[src/mcpwc_pkg.sv]
// shared types and constants for the multi-channel pulse width capture block
// used by mcpwc_ctrl, mcpwc_dp and multi_channel_pulse_width_capture
package mcpwc_pkg;

	// channel count, 1 to 16; the channel field is always 4 bits wide
	localparam int NUM_CHANNELS = 16;
	localparam int MAX_CHANNELS = 16;
	localparam int CH_W         = 4;

	localparam int LEVELS_W = 16;
	localparam int TIME_W   = 16;
	localparam int PULSE_W  = 15;

	localparam int S_DATA_W = 32;
	localparam int M_DATA_W = 24;

	localparam int CFG_ADDR_W = 1;
	localparam int CFG_DATA_W = 15;

	localparam logic [CFG_ADDR_W-1:0] REG_LO_BOUND = 1'b0;
	localparam logic [CFG_ADDR_W-1:0] REG_HI_BOUND = 1'b1;

	localparam logic [PULSE_W-1:0] LO_BOUND_RESET = 15'd900;
	localparam logic [PULSE_W-1:0] HI_BOUND_RESET = 15'd2100;

	localparam logic [CH_W-1:0] LAST_CH = CH_W'(NUM_CHANNELS - 1);

	typedef enum logic [1:0] {
		ST_IDLE,
		ST_SCAN,
		ST_FLUSH
	} state_t;

	// commands from controller to datapath
	typedef struct packed {
		logic load_event;
		logic step;
		logic capture;
		logic write_ts;
		logic push;
		logic push_last;
	} cmd_t;

	// status from datapath to controller
	typedef struct packed {
		logic hit;
		logic miss;
		logic pend_valid;
		logic out_free;
		logic ch_last;
	} status_t;

endpackage

[src/mcpwc_dp.sv]
// datapath: config registers, level and timestamp state, channel walker,
// pending capture and output register; depends on mcpwc_pkg
module mcpwc_dp (
	input  logic                                   clk,
	input  logic                                   arst_n,
	input  mcpwc_pkg::cmd_t                        cmd,
	output mcpwc_pkg::status_t                     status,
	input  logic [mcpwc_pkg::S_DATA_W-1:0]         s_tdata,
	input  logic                                   cfg_we,
	input  logic [mcpwc_pkg::CFG_ADDR_W-1:0]       cfg_addr,
	input  logic [mcpwc_pkg::CFG_DATA_W-1:0]       cfg_wdata,
	output logic                                   m_tvalid,
	input  logic                                   m_tready,
	output logic [mcpwc_pkg::M_DATA_W-1:0]         m_tdata,
	output logic                                   m_tlast
);

	logic [mcpwc_pkg::PULSE_W-1:0]  lo_bound_q;
	logic [mcpwc_pkg::PULSE_W-1:0]  hi_bound_q;
	logic [mcpwc_pkg::LEVELS_W-1:0] prev_levels_q;
	logic [mcpwc_pkg::LEVELS_W-1:0] toggled_q;
	logic [mcpwc_pkg::TIME_W-1:0]   now_q;
	logic [mcpwc_pkg::CH_W-1:0]     ch_q;
	logic [mcpwc_pkg::TIME_W-1:0]   ts_q [mcpwc_pkg::MAX_CHANNELS];

	logic                           pend_valid_q;
	logic [mcpwc_pkg::CH_W-1:0]     pend_ch_q;
	logic [mcpwc_pkg::PULSE_W-1:0]  pend_width_q;

	logic                           out_valid_q;
	logic [mcpwc_pkg::CH_W-1:0]     out_ch_q;
	logic [mcpwc_pkg::PULSE_W-1:0]  out_width_q;
	logic                           out_last_q;

	logic [mcpwc_pkg::LEVELS_W-1:0] in_levels;
	logic [mcpwc_pkg::TIME_W-1:0]   in_time;
	logic [mcpwc_pkg::TIME_W-1:0]   elapsed;
	logic                           toggled_bit;
	logic                           in_window;

	assign in_levels = s_tdata[mcpwc_pkg::LEVELS_W-1:0];
	assign in_time   = s_tdata[mcpwc_pkg::LEVELS_W +: mcpwc_pkg::TIME_W];

	// wrapped difference; a set sign bit means negative and never fits
	assign elapsed     = now_q - ts_q[ch_q];
	assign toggled_bit = toggled_q[ch_q];
	assign in_window   = !elapsed[mcpwc_pkg::TIME_W-1]
		&& (elapsed[mcpwc_pkg::PULSE_W-1:0] > lo_bound_q)
		&& (elapsed[mcpwc_pkg::PULSE_W-1:0] < hi_bound_q);

	always_comb begin
		status.hit        = toggled_bit && in_window;
		status.miss       = toggled_bit && !in_window;
		status.pend_valid = pend_valid_q;
		status.out_free   = !out_valid_q || m_tready;
		status.ch_last    = (ch_q == mcpwc_pkg::LAST_CH);
	end

	always_ff @(posedge clk or negedge arst_n) begin
		if (!arst_n) begin
			lo_bound_q <= mcpwc_pkg::LO_BOUND_RESET;
			hi_bound_q <= mcpwc_pkg::HI_BOUND_RESET;
		end else if (cfg_we) begin
			unique case (cfg_addr)
				mcpwc_pkg::REG_LO_BOUND: lo_bound_q <= cfg_wdata;
				mcpwc_pkg::REG_HI_BOUND: hi_bound_q <= cfg_wdata;
				default: ;
			endcase
		end
	end

	// event capture and channel walk
	always_ff @(posedge clk or negedge arst_n) begin
		if (!arst_n) begin
			prev_levels_q <= '0;
			toggled_q     <= '0;
			now_q         <= '0;
			ch_q          <= '0;
		end else if (cmd.load_event) begin
			prev_levels_q <= in_levels;
			toggled_q     <= in_levels ^ prev_levels_q;
			now_q         <= in_time;
			ch_q          <= '0;
		end else if (cmd.step) begin
			ch_q <= ch_q + 1'b1;
		end
	end

	always_ff @(posedge clk or negedge arst_n) begin
		if (!arst_n) begin
			for (int i = 0; i < mcpwc_pkg::MAX_CHANNELS; i++) begin
				ts_q[i] <= '0;
			end
		end else if (cmd.write_ts) begin
			ts_q[ch_q] <= now_q;
		end
	end

	// pending capture: held until we know whether it is the last of the run
	always_ff @(posedge clk or negedge arst_n) begin
		if (!arst_n) begin
			pend_valid_q <= 1'b0;
		end else if (cmd.capture) begin
			pend_valid_q <= 1'b1;
		end else if (cmd.push) begin
			pend_valid_q <= 1'b0;
		end
	end

	always_ff @(posedge clk) begin
		if (cmd.capture) begin
			pend_ch_q    <= ch_q;
			pend_width_q <= elapsed[mcpwc_pkg::PULSE_W-1:0];
		end
	end

	always_ff @(posedge clk or negedge arst_n) begin
		if (!arst_n) begin
			out_valid_q <= 1'b0;
		end else if (cmd.push) begin
			out_valid_q <= 1'b1;
		end else if (m_tready) begin
			out_valid_q <= 1'b0;
		end
	end

	always_ff @(posedge clk) begin
		if (cmd.push) begin
			out_ch_q    <= pend_ch_q;
			out_width_q <= pend_width_q;
			out_last_q  <= cmd.push_last;
		end
	end

	assign m_tvalid = out_valid_q;
	assign m_tdata  = {{(mcpwc_pkg::M_DATA_W - mcpwc_pkg::CH_W - mcpwc_pkg::PULSE_W){1'b0}},
		out_width_q, out_ch_q};
	assign m_tlast  = out_last_q;

	// a push moves a real pending capture
	a_push_has_pending: assert property (@(posedge clk) disable iff (!arst_n)
		cmd.push |-> pend_valid_q)
		else $error("push without pending capture");

	// a waiting result is never overwritten
	a_push_no_overwrite: assert property (@(posedge clk) disable iff (!arst_n)
		cmd.push |-> (!out_valid_q || m_tready))
		else $error("output register overwritten");

	// a new capture never drops an older one that is still pending
	a_capture_no_drop: assert property (@(posedge clk) disable iff (!arst_n)
		(cmd.capture && pend_valid_q) |-> cmd.push)
		else $error("pending capture dropped");

endmodule

[src/mcpwc_ctrl.sv]
// controller state machine: idle, channel scan and final flush
// depends on mcpwc_pkg; drives the datapath through cmd_t
module mcpwc_ctrl (
	input  logic               clk,
	input  logic               arst_n,
	input  logic               s_tvalid,
	output logic               s_tready,
	input  mcpwc_pkg::status_t status,
	output mcpwc_pkg::cmd_t    cmd
);

	mcpwc_pkg::state_t state_q;
	mcpwc_pkg::state_t state_d;
	logic              stall;

	always_ff @(posedge clk or negedge arst_n) begin
		if (!arst_n) begin
			state_q <= mcpwc_pkg::ST_IDLE;
		end else begin
			state_q <= state_d;
		end
	end

	// a second capture must wait while the pending one cannot move out
	assign stall = status.hit && status.pend_valid && !status.out_free;

	always_comb begin
		state_d  = state_q;
		cmd      = '0;
		s_tready = 1'b0;
		unique case (state_q)
			mcpwc_pkg::ST_IDLE: begin
				s_tready = 1'b1;
				if (s_tvalid) begin
					cmd.load_event = 1'b1;
					state_d        = mcpwc_pkg::ST_SCAN;
				end
			end
			mcpwc_pkg::ST_SCAN: begin
				if (!stall) begin
					cmd.step     = 1'b1;
					cmd.capture  = status.hit;
					cmd.push     = status.hit && status.pend_valid;
					cmd.write_ts = status.miss;
					if (status.ch_last) begin
						state_d = mcpwc_pkg::ST_FLUSH;
					end
				end
			end
			mcpwc_pkg::ST_FLUSH: begin
				if (!status.pend_valid) begin
					state_d = mcpwc_pkg::ST_IDLE;
				end else if (status.out_free) begin
					cmd.push      = 1'b1;
					cmd.push_last = 1'b1;
					state_d       = mcpwc_pkg::ST_IDLE;
				end
			end
			default: state_d = mcpwc_pkg::ST_IDLE;
		endcase
	end

	// nothing is left pending between events
	a_idle_empty: assert property (@(posedge clk) disable iff (!arst_n)
		(state_q == mcpwc_pkg::ST_IDLE) |-> !status.pend_valid)
		else $error("pending capture left in idle");

	// an accepted event always starts a scan
	a_accept_scans: assert property (@(posedge clk) disable iff (!arst_n)
		(s_tvalid && s_tready) |=> (state_q == mcpwc_pkg::ST_SCAN))
		else $error("accepted event did not start a scan");

endmodule

[src/multi_channel_pulse_width_capture.sv]
// top level of the multi-channel pulse width capture block
// depends on mcpwc_pkg, mcpwc_ctrl and mcpwc_dp
//
//   channel   direction  width  contents (low bit first)
//   s_t*      in         32     pin_levels[15:0], time_us[31:16]
//   m_t*      out        24     channel[3:0], width_us[18:4], zero[23:19]; tlast = last_of_run
//   cfg_*     in         15     index 0 lower width bound, index 1 upper width bound
//
// each event runs a load step, a walk through the channels one at a time via
// the single timestamp compare, and a flush step that releases any held
// capture with tlast set
// a stalled output holds the channel walk only when a second capture is
// found while the previous one still waits; untoggled channels never stall
// the flush cycle waits for the output the same way
// reset clears all timestamps and previous levels and loads the default bounds
// the next event is taken while the last result still waits in the output
module multi_channel_pulse_width_capture (
	input  logic                                 clk,
	input  logic                                 arst_n,
	input  logic                                 s_tvalid,
	output logic                                 s_tready,
	input  logic [mcpwc_pkg::S_DATA_W-1:0]       s_tdata,   // pin_levels, time_us
	output logic                                 m_tvalid,
	input  logic                                 m_tready,
	output logic [mcpwc_pkg::M_DATA_W-1:0]       m_tdata,   // channel, width_us, pad
	output logic                                 m_tlast,
	input  logic                                 cfg_we,
	input  logic [mcpwc_pkg::CFG_ADDR_W-1:0]     cfg_addr,
	input  logic [mcpwc_pkg::CFG_DATA_W-1:0]     cfg_wdata
);

	mcpwc_pkg::cmd_t    cmd;
	mcpwc_pkg::status_t status;

	// sequencing: idle / scan / flush
	mcpwc_ctrl u_ctrl (
		.clk      (clk),
		.arst_n   (arst_n),
		.s_tvalid (s_tvalid),
		.s_tready (s_tready),
		.status   (status),
		.cmd      (cmd)
	);

	// state, compare against the window and result registers
	mcpwc_dp u_dp (
		.clk       (clk),
		.arst_n    (arst_n),
		.cmd       (cmd),
		.status    (status),
		.s_tdata   (s_tdata),
		.cfg_we    (cfg_we),
		.cfg_addr  (cfg_addr),
		.cfg_wdata (cfg_wdata),
		.m_tvalid  (m_tvalid),
		.m_tready  (m_tready),
		.m_tdata   (m_tdata),
		.m_tlast   (m_tlast)
	);

endmodule

[config.mk]
export PLATFORM = sky130hd
export DESIGN_NAME = multi_channel_pulse_width_capture
export DESIGN_NICKNAME = d
export VERILOG_FILES = /design/src/mcpwc_pkg.sv /design/src/mcpwc_dp.sv /design/src/mcpwc_ctrl.sv /design/src/multi_channel_pulse_width_capture.sv
export SDC_FILE = /design/constraint.sdc
export NUM_CORES = 1
export LEC_CHECK = 0
export BUFFER_PORTS_ARGS = -buffer_cell sky130_fd_sc_hd__buf_2
export CORE_ASPECT_RATIO = 2
export CORE_MARGIN = 5
export CORE_UTILIZATION = 60
export CTS_BUF_LIST = sky130_fd_sc_hd__clkbuf_4 sky130_fd_sc_hd__clkbuf_8
export DETAILED_ROUTE_END_ITERATION = 8
export PLACE_DENSITY = 0.82
export SETUP_SLACK_MARGIN = 0.4
export SYNTH_ARGS = -nofsm -noshare
export SYNTH_HDL_FRONTEND = slang
export SYNTH_SLANG_ARGS = --single-unit
[constraint.sdc]
create_clock -name clk -period 9.1 [get_ports clk]
set_input_delay 1.82 -clock clk [delete_from_list [all_inputs] [get_ports clk]]
set_output_delay 1.82 -clock clk [all_outputs]
set_load 0.01 [all_outputs]
==> impl_metrics.yaml, run 1 <==
place:
  gp_congestion: 0.822
  numPortBuffers: 74
  hpwl_mm: 25.9
  post-place-ws_ns: 1.28
route:
  route.detailed.drc: 0
  wire_per_inst_um: 22.7
  drt_iter0_markers: 582
  vias_per_cell: 6.09
  routed_wl_mm: 38.7
  via_count: 10339
  route.antenna.remaining_nets: 0
  first_pass_iters: 5
power:
  seq_power_share_pct: 35.7
  peakVddDrop_v: 0.000222
  switching_share_pct: 38.6
  power_density_mw_per_mm2: 360
  power_leakage_nw: 9.49
  p_int_mw: 4.43
  clkPwrFrac_pct: 19.8
  p_sw_mw: 2.78
  comb_power_share_pct: 44.5
die:
  coreArea_mm2: 0.0303
  die_x_um: 134
  initial_utilization_pct: 60.8
  io_pins: 80
  fp.dieH_um: 258
  rows: 90
  die_area_mm2: 0.0345
critical_path:
  crit_start: "u_dp.ch_q[1]"
  endpoint: "u_dp.ts_q[240]"
  r2r_cells: 22
  worst_setup_path_start_kind: "flip-flop"
  cp_max_fo: 40
  r2r_slack_ns: 1.10
  r2r_start: "u_dp.ch_q[1]"
  endpoint_kind: "flip-flop"
  arrival_ns: 8.48
  crit_required_ns: 9.59
  worstReg2RegEnd: "u_dp.ts_q[240]"
  crit_type: "reg2reg"
global_route:
  grt_remaining_overflow: 0
  antenna_found_initial: 1
  grt_pass1_wl_mm: 62.7
  grt_start_max_net_pins: 162
  grt_pass1_vias: 11373
  grt_usage_pct: 23.1
sta:
  finalClockSkew_ns: 0.0335
  fin_ws_ns: 1.10
  worst_pin_slew_ns: 1.20
  slew_violations: 0
  finalSetupTns_ns: 0
  rsz0062_at_grt: "false"
  clock.fmax_ghz: 0.125
  fin_crit_ns: 8.00
  fin_crit_sh_pct: 87.9
  final-setup-viol-count: 0
  hold_viol_final: 0
  relSlewSlack_pct: 20.3
synthesis:
  synth-async-reset-ratio_pct: 89.8
  synth.distinct_cells: 54
  synth_area_leaders: "dfrtp_1 45%, mux2_1 10%, mux4_2 10%, mux2_4 7.3%, edfxtp_1 6.4%"
  syn_inst: 1218
  syn_area_per_cell_um2: 15.1
  synth_area_mm2: 0.0184
  synth_edf_count: 39
  ys_ff_latch: 381
  synth_top_area_share_pct: 45.4
  ys_seq_area_share_pct: 52.9
  ys.flop_type: "dfrtp_1"
  yosysTopAreaCell: "dfrtp_1"
  ys_warn_count: 0
clock_network:
  postCtsSetupBuffers: 0
  htree_num_levels: 2
  postCtsHoldBufs: 0
  clock_sinks: 381
  cts_buffers: 52
  cts_resized: 0
  clkSlewWorstSetupHoldPaths_ns: 0.07
  root_buffer: "clkbuf_8"
  clock_path_buffers: 3
  cts_tree: "done"
  clock_latency_ns: 0.62
cells_and_area:
  area_growth_pct: 8.63
  nFillCells: 2036
  drive_above_1_share_pct: 32.5
  multi_input_area_mm2: 0.00786
  ff_latch_area_mm2: 0.00974
  final_nets: 1393
outcome:
  status: "complete, no violations"
run:
  maxCapViolCount: 0
min_path:
  hold_class: "reg2reg"
## state kept, by name, summed over array words and instances (netlist names)
name	count
u_dp.pend_width_q	15
u_dp.m_tlast	1
u_dp.ts_q	256
u_dp.out_width_q	15
u_dp.out_ch_q	4
u_dp.m_tvalid	1
u_dp.lo_bound_q	15
u_dp.prev_levels_q	16
u_dp.hi_bound_q	15
u_dp.pend_valid_q	1
u_dp.toggled_q	16
u_dp.pend_ch_q	4
u_ctrl.state_q	2
u_dp.ch_q	4
u_dp.now_q	16
## critical path, stage by stage, from the launching register on
cell,delay (ns)
dfrtp_2,1.06
mux4_2,0.46
mux4_2,0.47
ha_1,0.22
inv_1,0.07
fa_1,0.20
a21o_1,0.12
a21o_1,0.14
a21oi_1,0.10
o21ai_0,0.56
a21oi_1,0.21
o21bai_1,0.16
a21oi_1,0.09
xnor2_1,0.37
ha_1,0.33
nand4_1,0.15
a211oi_1,0.07
a2111oi_0,0.70
a211oi_1,0.26
o21a_1,0.22
a21boi_2,0.45
and3_1,1.05
mux2_1,0.38
## placed cells by master, fill, tap and decap left out, types with 3 or more instances in the layout
cell type	count
nand2_1	49
o21bai_1	3
buf_2	73
dfrtp_1	332
xnor2_1	27
a21oi_1	25
dfstp_2	8
buf_4	21
mux2_2	49
o21ai_0	42
mux2_1	166
inv_1	57
nor2_1	10
and3_1	18
conb_1	5
a211oi_1	7
a21o_1	9
nor2b_1	5
nand4_1	4
o21a_1	4
mux2_4	90
edfxtp_1	39
ha_1	53
clkbuf_8	68
clkbuf_4	13
clkinv_2	12
o21ai_1	3
xor2_1	6
nand3_1	7
mux4_2	82
mux2i_1	3
## stage by stage
stage                     cells  hold slack (ns)  utilization, %  area [µm²]  total power, mW
after global placement     1600            0.401            62.2       18800             5.63
final                      1699            0.410            66.0       20000             7.21
after floorplan            1222            0.400               -       18400             4.88
after CTS                  1698            0.411            66.0       20000             7.23
after detailed placement   1600            0.405            62.2       18800             5.78
after global routing       1699            0.426            66.0       20000             7.71
## cells in the mapped netlist (all sizes together) (9+ instances only)
master and count:
nand2 49, xnor2 27, mux4 83, clkbuf 20, nor2 10, a21oi 25, a21o 9, dfrtp 334
inv 57, buf 66, mux2 305, ha 53, and3 19, edfxtp 39, o21ai 45
## worst min path at each step
| stage | slack, ns | startpoint | cells after the start | end |
|---|---|---|---|---|
| 3_3_place_gp | 0.40 | u_dp.pend_width_q[9] | 0 | u_dp.out_width_q[9] |
| 5_1_grt | 0.43 | u_dp.pend_ch_q[1] | 0 | u_dp.out_ch_q[1] |
| 6_report | 0.41 | u_dp.pend_ch_q[1] | 0 | u_dp.out_ch_q[1] |
| 2_1_floorplan | 0.40 | u_dp.pend_ch_q[0] | 0 | u_dp.out_ch_q[0] |
| 3_5_place_dp | 0.40 | u_dp.pend_ch_q[1] | 0 | u_dp.out_ch_q[1] |
| 4_1_cts | 0.41 | u_dp.pend_ch_q[1] | 0 | u_dp.out_ch_q[1] |
## final cells by class
type	instances	area share [%]
repair buffers	96	2.79
flip-flops and latches	381	48.7
inverters	57	1.07
clock buffers	81	5.17
clock inverters	17	0.620
multi-input cells	698	39.3
diodes	1	0.0125
well taps	368	2.30
## kinds of logic after synthesis
logic type | count (synthesis) | synth area share (%)
multiplexers | 391 | 30.8
flip-flops | 381 | 52.9
buffers and inverters | 143 | 4.52
AND/OR/NAND/NOR | 110 | 3.00
AO/OA/AOI/OAI | 105 | 3.42
adder cells (fa/ha/maj) | 54 | 3.71
XOR/XNOR | 33 | 1.57
other | 1 | 0.0204
## power groups by stage
stage	logic (mW)	clock network [mW]	registers (mW)
floorplan	2.49	0	2.39
global placement	3.06	0	2.56
detailed placement	3.19	0	2.59
CTS	3.21	1.46	2.57
global route	3.56	1.52	2.62
finish	3.21	1.42	2.57
## routing by layer
layer | vias up | track usage [%] | wire length, µm
li1 | 4549 | - | -
met1 | 5376 | 27.7 | 14800
met2 | 291 | 40.7 | 20400
met3 | 123 | 3.56 | 1680
met4 | 0 | 10.8 | 1790
met5 | - | 0 | 0
Note: power is estimated with default switching activity, not from simulation.
==> run 2: changes to the inputs <==
--- a/config.mk
+++ b/config.mk
@@ -6,12 +6,15 @@
 export NUM_CORES = 1
 export LEC_CHECK = 0
 export BUFFER_PORTS_ARGS = -buffer_cell sky130_fd_sc_hd__buf_2
-export CORE_ASPECT_RATIO = 2
+export CELL_PAD_IN_SITES_DETAIL_PLACEMENT = 0
+export CELL_PAD_IN_SITES_GLOBAL_PLACEMENT = 1
+export CORE_ASPECT_RATIO = 1.4
 export CORE_MARGIN = 5
-export CORE_UTILIZATION = 60
+export CORE_UTILIZATION = 54
 export CTS_BUF_LIST = sky130_fd_sc_hd__clkbuf_4 sky130_fd_sc_hd__clkbuf_8
+export CTS_CLUSTER_SIZE = 14
 export DETAILED_ROUTE_END_ITERATION = 8
-export PLACE_DENSITY = 0.82
+export PLACE_DENSITY = 0.86
 export SETUP_SLACK_MARGIN = 0.4
 export SYNTH_ARGS = -nofsm -noshare
 export SYNTH_HDL_FRONTEND = slang
==> run 2 against run 1 <==
Net effect:
- total power rose by 1.1%
- final cell count rose by 5.3%
- sequential share of layout area fell by 0.52 points
- critical path type unchanged
- largest power group unchanged
- highest routed layer unchanged
==> impl_metrics.yaml, run 2 (synthesis gave the netlist of run 1 again) <==
critical_path:
  worstReg2RegEnd: "u_dp.ts_q[83]"
  worst_setup_path_start_kind: "flip-flop"
  crit_type: "reg2reg"
  endpoint_kind: "flip-flop"
  r2r_slack_ns: 1.57
  r2r_cells: 22
  arrival_ns: 8.03
  crit_required_ns: 9.60
  cp_max_fo: 51
  r2r_start: "u_dp.ch_q[0]"
cells_and_area:
  regMostFlops: "u_dp.ts_q"
  final_nets: 1398
  design_area_mm2: 0.0202
  area_growth_pct: 9.82
  layout_common_cells: "332 x dfrtp_1, 166 x mux2_1, 90 x mux2_4"
  drive_above_1_share_pct: 32.5
  mostFrequentLayoutCell: "dfrtp_1"
  multi_input_area_mm2: 0.00786
  ff_latch_area_mm2: 0.00974
  nFillCells: 2582
  largest_reg_flops: 256
global_route:
  grt_usage_pct: 20.6
  antenna_found_initial: 1
  grt_pass1_vias: 11118
  grt_pass1_wl_mm: 62.6
  grt_remaining_overflow: 0
  grt_start_max_net_pins: 178
sta:
  clock.fmax_ghz: 0.133
  relSlewSlack_pct: 15.6
  hold_viol_final: 0
  worst_pin_slew_ns: 1.27
  finalSetupTns_ns: 0
  fin_crit_sh_pct: 82.8
  final-setup-viol-count: 0
  fin_crit_ns: 7.53
  rsz0062_at_grt: "false"
  finalClockSkew_ns: 0.0319
  slew_violations: 0
place:
  placed_area_mm2: 0.0189
  numPortBuffers: 74
  hpwl_mm: 25.3
  gp_congestion: 0.783
clock_network:
  clock_latency_ns: 0.63
  clock_sinks: 381
  postCtsHoldBufs: 0
  htree_num_levels: 2
  cts_resized: 0
  postCtsSetupBuffers: 0
  cts_buffers: 59
  root_buffer: "clkbuf_8"
  clock_path_buffers: 3
  cts_tree: "done"
  clkSlewWorstSetupHoldPaths_ns: 0.06
die:
  coreArea_mm2: 0.0339
  initial_utilization_pct: 54.2
  die_x_um: 166
  fp.dieH_um: 228
  die_area_mm2: 0.0379
  io_pins: 80
  rows: 80
route:
  first_pass_iters: 4
  wire_per_inst_um: 21.6
  route.antenna.remaining_nets: 0
  via_count: 10342
  route.detailed.drc: 0
  routed_wl_mm: 38.7
  drt_iter0_markers: 675
  vias_per_cell: 5.78
min_path:
  hp-start: "u_dp.pend_width_q[3]"
  holdPathStages: 0
  hold_class: "reg2reg"
  hold_end: "u_dp.out_width_q[3]"
power:
  power_leakage_nw: 9.53
  peakVddDrop_v: 0.000210
  power_density_mw_per_mm2: 361
run:
  maxCapViolCount: 0
outcome:
  status: "complete, no violations"
==> run 2: metal layers <==
layer	track usage [%]	part of all wire, %
met1	26.7	41
met2	35.4	51
met4	6.86	3.0
met3	3.48	4.5
met5	0	0
==> run 2: worst max-delay path, cell delays in order (launching register included) <==
cell	delay [ns]
dfrtp_4	1.09
mux4_2	0.61
mux4_2	0.47
ha_1	0.21
inv_1	0.07
fa_1	0.20
a21o_1	0.13
a21o_1	0.14
a21oi_1	0.10
o21ai_0	0.37
a21oi_1	0.18
o21bai_1	0.17
a21oi_1	0.10
xnor2_1	0.30
ha_1	0.31
nand4_1	0.12
a211oi_1	0.07
a2111oi_0	0.43
a211oi_1	0.19
o21a_1	0.19
a21boi_2	0.44
and3_1	1.10
mux2_1	0.39
==> run 2: worst max path at each step <==
stage                            start              to  slack, ns
after floorplan           u_dp.ch_q[0]    u_dp.m_tlast       1.71
after global placement    u_dp.ch_q[0]  u_dp.ts_q[141]       1.66
after detailed placement  u_dp.ch_q[0]  u_dp.ts_q[179]       1.51
after CTS                 u_dp.ch_q[0]   u_dp.ts_q[83]       1.47
after global routing      u_dp.ch_q[0]  u_dp.ts_q[142]       0.99
final                     u_dp.ch_q[0]   u_dp.ts_q[83]       1.57
==> run 2: per-stage QoR <==
| step | worst slack (ns) | hold WS, ns | instances | utilization (%) | total power [mW] |
|---|---|---|---|---|---|
| floorplan | 1.71 | 0.400 | 1222 | - | 4.88 |
| global placement | 1.66 | 0.401 | 1681 | 55.8 | 5.68 |
| detailed placement | 1.51 | 0.405 | 1681 | 55.8 | 5.78 |
| CTS | 1.47 | 0.419 | 1788 | 59.6 | 7.35 |
| global route | 0.989 | 0.422 | 1789 | 59.6 | 7.80 |
| finish | 1.57 | 0.418 | 1789 | 59.6 | 7.29 |
==> run 2: layout make-up <==
cell class	count	area share, %
Sequential cell	381	48.2
Inverter	57	1.06
Clock inverter	19	0.898
Clock buffer	88	5.47
Timing Repair Buffer	94	2.69
Multi-Input combinational cell	698	38.9
Antenna cell	1	0.0124
Tap cell	451	2.79
==> run 2: power breakdown <==
| group | switching (mW) | leakage [nW] | internal, mW | total (mW) |
|---|---|---|---|---|
| sequential | 0.381 | 4.88 | 2.18 | 2.56 |
| clock | 0.678 | 0.684 | 0.865 | 1.54 |
| combinational | 1.69 | 3.97 | 1.49 | 3.18 |
| total | 2.75 | 9.53 | 4.54 | 7.29 |
==> run 3: changes to the inputs <==
--- a/config.mk
+++ b/config.mk
@@ -5,16 +5,17 @@
 export SDC_FILE = /design/constraint.sdc
 export NUM_CORES = 1
 export LEC_CHECK = 0
+export ABC_AREA = 1
 export BUFFER_PORTS_ARGS = -buffer_cell sky130_fd_sc_hd__buf_2
 export CELL_PAD_IN_SITES_DETAIL_PLACEMENT = 0
 export CELL_PAD_IN_SITES_GLOBAL_PLACEMENT = 1
 export CORE_ASPECT_RATIO = 1.4
 export CORE_MARGIN = 5
-export CORE_UTILIZATION = 54
+export CORE_UTILIZATION = 45
 export CTS_BUF_LIST = sky130_fd_sc_hd__clkbuf_4 sky130_fd_sc_hd__clkbuf_8
 export CTS_CLUSTER_SIZE = 14
 export DETAILED_ROUTE_END_ITERATION = 8
-export PLACE_DENSITY = 0.86
+export PLACE_DENSITY = 0.82
 export SETUP_SLACK_MARGIN = 0.4
 export SYNTH_ARGS = -nofsm -noshare
 export SYNTH_HDL_FRONTEND = slang
==> constraint.sdc (replaced) <==
create_clock -name clk -period 6 [get_ports clk]
set_input_delay 1.2 -clock clk [delete_from_list [all_inputs] [get_ports clk]]
set_output_delay 1.2 -clock clk [all_outputs]
set_load 0.01 [all_outputs]
==> run 3 against run 2 <==
Net effect:
- routed wire length up 42%
- clock skew down 0.0056 ns
- first-iteration DRC count up 130%
- non-clock buffer count up 82
==> impl_metrics.yaml, run 3 <==
outcome:
  status: "complete, no violations"
route:
  first_pass_iters: 6
  vias_per_cell: 5.62
  wire_per_inst_um: 21.0
  route.antenna.remaining_nets: 0
  drt_iter0_markers: 1543
  via_count: 14695
  routed_wl_mm: 54.8
  route.detailed.drc: 0
power:
  peakVddDrop_v: 0.000303
  power_leakage_nw: 9.57
  power.total_mw: 12.1
  power_density_mw_per_mm2: 577
run:
  maxCapViolCount: 0
global_route:
  grt_use_met2_pct: 40.7
  antenna_found_initial: 1
  met1_usage_pct: 29.0
  grt_remaining_overflow: 0
  grt_usage_pct: 23.3
  grt_pass1_wl_mm: 79.6
  grt_pass1_vias: 13856
  grt_start_max_net_pins: 122
  grt.busiest_layer: "met2"
  grtUsageMet3_pct: 3.11
synthesis:
  synth_area_leaders: "dfrtp_1 47%, nand2_1 8.3%, o21ai_0 7.8%, edfxtp_1 6.6%, o21ai_1 3.9%"
  synth_xor_area_share_pct: 1.52
  ys.flop_type: "dfrtp_1"
  synth.area.mux_share_pct: 1.01
  yosysTopAreaCell: "dfrtp_1"
  ys_warn_count: 0
  synth_area_mm2: 0.0179
  synth_edf_count: 39
  ys_seq_area_share_pct: 54.5
  syn_inst: 1931
  synth_top_area_share_pct: 46.8
  synth.distinct_cells: 41
  synth_most_common_cell: "nand2_1"
  synth_fa_ha_area_share_pct: 3.82
  ys_ff_latch: 381
  synth-simple-area-share_pct: 14.1
  synth_top_family_by_area: "compound AO/OA/AOI/OAI gates"
  syn_area_per_cell_um2: 9.26
  synth-async-reset-ratio_pct: 89.8
  synth_top_cells_by_count: "395 x nand2_1, 334 x dfrtp_1, 279 x o21ai_0, 161 x nor2_1, 140 x o21ai_1"
  synth_compound_area_share_pct: 18.2
cells_and_area:
  layout_common_cells: "392 x nand2_1, 332 x dfrtp_1, 274 x o21ai_0"
  drive_above_1_share_pct: 18.1
  mostFrequentLayoutCell: "nand2_1"
  fin_util_pct: 53.1
  final_nets: 2150
  design_area_mm2: 0.0209
  regMostFlops: "u_dp.ts_q"
  area_growth_pct: 17.1
  nFillCells: 3567
  largest_reg_flops: 256
place:
  numPortBuffers: 74
  gp_congestion: 0.852
  post-place-ws_ns: -0.134
  hpwl_mm: 29.5
  placed_area_mm2: 0.0187
critical_path:
  crit_type: "reg2reg"
  r2r_slack_ns: 0.48
  endpoint_kind: "flip-flop"
  crit_required_ns: 6.31
  max_stage_delay_ns: 0.56
  r2r_start: "u_dp.ch_q[0]"
  cp_num_buf_inv: 4
  worst-path-stages: 25
  worstReg2RegEnd: "u_dp.out_width_q[14]"
  critPathSlowestCell: "dfrtp_4"
  cpLargestDelayFamily: "compound AO/OA/AOI/OAI gates"
  worst_setup_path_start_kind: "flip-flop"
  cp_max_fo: 34
  r2r_cells: 25
  path_common_cell: "nand2_1"
  arrival_ns: 5.83
sta:
  hold_viol_final: 0
  whs_ns: 0.417
  fin_crit_sh_pct: 92.0
  finalClockSkew_ns: 0.0264
  clock.fmax_ghz: 0.181
  relSlewSlack_pct: 28.3
  worst_pin_slew_ns: 1.08
  rsz0062_at_grt: "true"
  fin_ws_ns: 0.477
  slew_violations: 0
  final-setup-viol-count: 0
  fin_crit_ns: 5.52
clock_network:
  cts_tree: "done"
  clkSlewWorstSetupHoldPaths_ns: 0.06
  clock_latency_ns: 0.62
  cts_buffers: 57
  clock_sinks: 381
  postCtsHoldBufs: 0
  root_buffer: "clkbuf_8"
  clock_path_buffers: 3
  htree_num_levels: 2
die:
  coreArea_mm2: 0.0394
  rows: 86
  io_pins: 80
  die_x_um: 178
  fp.dieH_um: 246
  die_area_mm2: 0.0439
  initial_utilization_pct: 45.4
min_path:
  hold_class: "reg2reg"
  holdPathStages: 0
  hp-start: "u_dp.pend_width_q[2]"
  hold_end: "u_dp.out_width_q[2]"
## run 3: worst register-to-register path: cells and delay by family, from the launching register on
| family | cells | cell delay (ns) |
|---|---|---|
| AOI/OAI and AO/OA | 8 | 1.58 |
| and+or+nand+nor | 10 | 1.34 |
| buffers and inverters | 4 | 0.80 |
| adders and majority gates | 2 | 0.67 |
| DFF | 1 | 0.56 |
| xor gates and xnor gates | 1 | 0.26 |
## run 3: cells by family after synthesis
| family | after synthesis |
|---|---|
| AND/OR/NAND/NOR | 613 |
| AO/OA/AOI/OAI | 589 |
| flip-flops | 381 |
| buffers and inverters | 246 |
| adder cells (fa/ha/maj) | 54 |
| XOR/XNOR | 31 |
| multiplexers | 16 |
| other | 1 |
## run 3: layout make-up
type	count	area (µm²)	share of cell area, %
Inverter	107	417	1.99
Tap cell	528	661	3.16
Sequential cell	381	9740	46.6
Timing Repair Buffer	176	1700	8.12
Multi-Input combinational cell	1317	7230	34.5
Clock inverter	10	77.6	0.371
Timing Repair inverter	3	22.5	0.108
Clock buffer	91	1080	5.15
Antenna cell	1	2.50	0.0120
## run 3: worst max-delay path by stage
stage / startpoint / endpoint / slack [ns]
finish: u_dp.ch_q[0] / u_dp.out_width_q[14] / 0.48
floorplan: u_dp.ch_q[0] / u_dp.m_tlast / 0.45
detailed placement: u_dp.ch_q[0] / u_dp.pend_width_q[14] / -0.13
global route: u_dp.ch_q[0] / u_dp.ts_q[38] / 0.25
CTS: u_dp.ch_q[0] / u_dp.ts_q[204] / 0.39
global placement: u_dp.ch_q[0] / u_dp.pend_width_q[14] / -0.03
## run 3: where the power goes
| part | internal (mW) | leakage [nW] | switching, mW |
|---|---|---|---|
| combinational | 2.35 | 4.10 | 3.83 |
| clock | 1.17 | 0.619 | 1.01 |
| sequential | 3.34 | 4.85 | 0.376 |
## run 3: per-stage QoR
step	instances	TNS [ns]
finish	2614	0
global route	2614	0
CTS	2559	0
detailed placement	2445	-3.67
global placement	2445	-0.441
floorplan	1935	0
## run 3: what timing repair did
action / in CTS / in global routing
pin swaps: 5 / 4
gates cloned: 10 / 9
endpoints found under the setup margin: 294 / 303
setup buffers: 3 / 45
gates resized for setup: 17 / 42
hold endpoints to repair: 0 / 0
## run 3: routing by layer
layer | part of all wire (%) | vias to the layer above | wire, µm
li1 | - | 6757 | -
met1 | 39 | 7142 | 21100
met2 | 50 | 649 | 27600
met3 | 7.0 | 147 | 3840
met4 | 4.1 | 0 | 2260
met5 | 0 | - | 0
